--- src/rtl/moving_average_cold_start_macros.svh ---
// assertion helpers for the moving average block
// both expect clk_i and rst_ni in the scope of the use
`ifndef MOVING_AVERAGE_COLD_START_MACROS_SVH
`define MOVING_AVERAGE_COLD_START_MACROS_SVH

`ifndef SYNTHESIS
`define MAVG_ASSERT(name, prop, msg) \
  name: assert property (@(posedge clk_i) disable iff (!rst_ni) prop) else $error(msg);
`define MAVG_ASSERT_NEVER(name, cond, msg) \
  `MAVG_ASSERT(name, !(cond), msg)
`else
`define MAVG_ASSERT(name, prop, msg)
`define MAVG_ASSERT_NEVER(name, cond, msg)
`endif

`endif

--- src/rtl/mavg_ram.sv ---
`timescale 1ns / 1ps
`default_nettype none

module mavg_ram #(
  parameter int unsigned WIDTH = 24,
  parameter int unsigned DEPTH = 24
) (
  input  logic                     clk_i,
  input  logic                     wr_en_i,
  input  logic [$clog2(DEPTH)-1:0] wr_addr_i,
  input  logic [WIDTH-1:0]         wr_data_i,
  input  logic                     rd_en_i,
  input  logic [$clog2(DEPTH)-1:0] rd_addr_i,
  output logic [WIDTH-1:0]         rd_data_o
);

  logic [WIDTH-1:0] mem_q [DEPTH];
  logic [WIDTH-1:0] rd_data_q;

  // read returns the old word on a same-address write
  always_ff @(posedge clk_i) begin
    if (rd_en_i) begin
      rd_data_q <= mem_q[rd_addr_i];
    end
    if (wr_en_i) begin
      mem_q[wr_addr_i] <= wr_data_i;
    end
  end

  assign rd_data_o = rd_data_q;

endmodule

`default_nettype wire

--- config.mk ---
export PLATFORM = sky130hd
export DESIGN_NAME = mavg_ram
export DESIGN_NICKNAME = d
export VERILOG_FILES = /design/src/rtl/moving_average_cold_start_macros.svh /design/src/rtl/mavg_ram.sv
export SDC_FILE = /design/constraint.sdc
export NUM_CORES = 1
export LEC_CHECK = 0
export ABC_AREA = 1
export BUFFER_PORTS_ARGS = -buffer_cell sky130_fd_sc_hd__buf_2
export CORE_ASPECT_RATIO = 1.1
export CORE_MARGIN = 2
export CORE_UTILIZATION = 40
export CTS_CLUSTER_SIZE = 40
export DETAILED_ROUTE_END_ITERATION = 8
export PLACE_DENSITY_LB_ADDON = 0.08
export SYNTH_ARGS = -nofsm -noshare
export SYNTH_HDL_FRONTEND = slang
export SYNTH_SLANG_ARGS = --single-unit
--- constraint.sdc ---
create_clock -name clk_i -period 2 [get_ports clk_i]
set_input_delay 0.2 -clock clk_i [delete_from_list [all_inputs] [get_ports clk_i]]
set_output_delay 0.2 -clock clk_i [all_outputs]
set_load 0.02 [all_outputs]
; After elaboration in Yosys (flattened, before gate mapping)
; Memories as Yosys holds them, arrays and structs flattened. A register that Yosys moved wholly into a read port is not among the register bits.
; Index checks and enable logic that the tools add are counted.
[totals]
mem_count = 1
elab_cells = 3
ramBits = 576
regBits = 0
inputBits = 37
out_inout_bits = 24
[mem_list]
columns = name, depth, width, read_ports, rd_ports_with_merged_regs, wr, line
row1 = mem_q, 24, 24, 1, 1, 1, mavg_ram.sv:17  ; logic [WIDTH-1:0] mem_q [DEPTH];
[op_classes]
mux = 2
[op_table]
columns = op, n
row1 = 1-bit two-way mux, 2

; Depth between registers and ports, before layout
[logic_depth]
depth_word = 2
mapped_depth = 12

; Worst setup path after synthesis
; Ideal clock, no wire load.
[synth_path]
kind = input -> register
start = in wr_addr_i[1]
end = mem mem_q[21][0], enable pin
stages = 3
path_slack_ns = 0.102
setup_time_ns = 0.405
t_arrival_ns = 1.494
path_cell_list = inv_1 nand3_1 nor2_1
[synth_rtl]
columns = element, line
row1 = start: declaration, mavg_ram.sv:10  ; input logic [$clog2(DEPTH)-1:0] wr_addr_i,
row2 = end: declaration, mavg_ram.sv:17
; No word-level cell before the write port.

; Worst setup path after layout
[layout_path]
start = reg rd_data_q[6], in the netlist rd_data_o[6], read port of mem_q
end = out rd_data_o[6]
[layout_rtl]
columns = element, line
row1 = start: declaration, mavg_ram.sv:18  ; logic [WIDTH-1:0] rd_data_q;
row2 = end: declaration, mavg_ram.sv:14  ; output logic [WIDTH-1:0] rd_data_o
; No word-level cell between the ends.

==> summary.md <==
| Metric | Value |
|---|---|
| Cell row count | `between 90 and 100` |
| Final core occ | `a little under half` |
| CP arrival | `1.30 ns` |
| Die Height | `around 270 um` |
| #FFs+latches synth | `600` |
| RSZ-0062 raised after global routing | `no` |
| Root buf cell | `clkbuf_16` |
| Die area | `between 0.06 and 0.07 mm^2` |
| Initial antenna violation count | `2` |
| Detailed Routing Iterations Pass 1 | `5` |
| Syn-to-layout area delta | `15.63%` |
| Starting DRT DRC Count | `1397` |
| Clock transition at the registers of the reported paths | `0.06 ns` |
| Worst skew pair latency | `0.59 ns` |
| Setup TNS | `0 ns` |
| Crit-path cells | `buf_2` |
| Cts repair resizes | `0` |
| Final std cells w/o fill | `between 3k and 4k` |
| DP Area | `between 0.02 and 0.03 mm^2` |
| Post-Syn Area per Cell | `11.37 um^2` |
| DPL Wire Length | `approximately 38000 um` |
| Via count | `16.11k` |
| Number of synthesized flops with an enable pin | `600` |
| Placed Cells | `3055` |
| Post-Syn Area | `between 0.02 and 0.03 mm^2` |
| CTS buffer count | `68` |
| CP Capture Type | `output pin` |
| Layout cells sized above 1 | `10.51%` |
| I/O Pins | `61` |
| WP data required | `1.80 ns` |
| Total wire length | `71410 um` |
| First-pass GRT wire length | `105500 um` |
| Final hold vios | `0` |
| Critical path's largest stage delay | `slightly below 0.5 ns` |
| Standby leakage power | `0.01126 uW` |
| TritonCTS clock tree | `yes` |
| Sink Count | `600` |
| H-tree Lvls | `3` |
| Predominant post-synthesis flop cell | `edfxtp_1` |
| Fmax | `668.9 MHz` |
| Design Area, Final | `0.02896 mm^2` |
| Critical Path Source Type | `flip-flop` |
| Setup CP Type | `flip-flop to output pin` |
| Worst hold margin | `about 0.07 ns` |
| Bufs and invs on worst path | `1` |
| Die Wd | `roughly 240 um` |
| Commonest non-fill, non-tap cell in the layout | `edfxtp_1` |
| Worst slew pin tran | `0.6069 ns` |
| Clk buf depth | `3` |
| Netlist cell types | `18` |
| Placer Congestion | `between 0.7 and 0.8` |
| Final Net Count | `roughly 2.3k` |
| Fin crit share | `between 70% and 80%` |
| Crit-path leading delay family | `flip-flops` |
| Synthesized Nets | `2240` |
| DRC Markers | `0` |
| Largest net degree at the start of global routing | `120` |
| Mean routed wirelength per cell | `between 20 and 25 um` |
| Final min period | `1.495 ns` |
| Status | `finished, final reports clean` |
| Gr ovfl total | `0` |
| Final Setup Violations | `0` |
| Seq/Total Area, Yosys | `71.95%` |
| # hold bufs at CTS | `0` |
| Starting density of the core | `a little over 40%` |
| Power per cell area | `roughly 940 mW/mm^2` |
| Via/cell ratio | `5.085` |
| Syn. warnings | `0` |
| Hold Path Class | `input port to flip-flop` |
| Most frequent cells in the layout | `edfxtp_1 (600), nand2_1 (553), nand3_1 (320), inv_1 (294), nor2_1 (145)` |
| Vias in the first global route | `15.63k` |
| Setup Skew | `0.02533 ns` |
| CP max-delay cell | `edfxtp_1` |
| Area of the core | `0.06210 mm^2` |
| IO buf count | `60` |
| Max_slew headroom | `between 50 and 60%` |
| Gr usage total | `22.39%` |
| Post-CTS Setup Inserts | `0` |
| Cells after Synth | `2203` |
| FFs w/ async S/R, synth | `0%` |
| Max cap viols | `0` |
| Max-slew violations | `0` |
| Worst-path fanout max | `1` |
| Routed Antenna Nets | `0` |
| Max IR drop VDD | `0.6691 mV` |
==> registers in the layout (all words and copies together) (netlist names) <==
signal,count
mem_q,576
rd_data_o,24
==> cell families after synthesis <==
kind of cell / Yosys count / synth area share, %
AO/OA/AOI/OAI: 144 / 3.358
AND/OR/NAND/NOR: 1043 / 17.25
flip-flops: 600 / 71.95
buffers and inverters: 416 / 7.445
==> cell type report <==
| class | count | area [um^2] |
|---|---|---|
| fillers | 5637 | 33140 |
| clock inverters | 21 | 151.4 |
| repair buffers | 138 | 1430 |
| clock buffers | 89 | 1844 |
| diodes | 2 | 5.005 |
| flip-flops and latches | 600 | 18020 |
| multi-input cells | 1187 | 5340 |
| inverters | 297 | 1126 |
| well taps | 833 | 1042 |
==> stage by stage <==
stage,setup WS [ns],power [uW]
after floorplan,0.1017,15310
after global placement,0.2741,16090
after detailed placement,0.2619,16100
after CTS,0.4606,27630
after global routing,0.4609,28250
final,0.5049,27320
==> report_power, final <==
group | switching (uW) | internal, uW
clock | 4820 | 6690
sequential | 68.3 | 14000
combinational | 1220 | 480
==> layer usage <==
layer / up-vias / global-route usage (%) / share of wire (%)
met5: - / 0 / 0
li1: 7565 / - / -
met4: 0 / 6.356 / 1.9
met1: 8003 / 31.74 / 46
met3: 96 / 3.107 / 5.0
met2: 441 / 36.15 / 47
==> cell usage after synthesis (12+ instances only) <==
master | count | area [um^2]
edfxtp_1 | 600 | 18020
o211ai_1 | 48 | 360.4
o21ai_0 | 72 | 360.4
nand3_1 | 320 | 1602
buf_4 | 17 | 127.6
o21ai_1 | 24 | 120.1
buf_2 | 38 | 190.2
nand2_1 | 553 | 2076
buf_6 | 23 | 259.0
nor2_1 | 169 | 634.4
buf_1 | 12 | 45.04
inv_1 | 294 | 1104
clkbuf_1 | 28 | 105.1
==> path summary, 6_finish.rpt <==
check	startpoint	to	slack (ns)	cells after the start
worst max-delay path	rd_data_o[6]	rd_data_o[6]	0.50	1
worst min-delay path	wr_data_i[16]	mem_q[10][16]	0.07	1
worst max register to register	mem_q[15][14]	rd_data_o[14]	0.73	8
worst min register to register	mem_q[23][11]	rd_data_o[11]	0.69	4
Note: power is estimated with default switching activity, not from simulation.
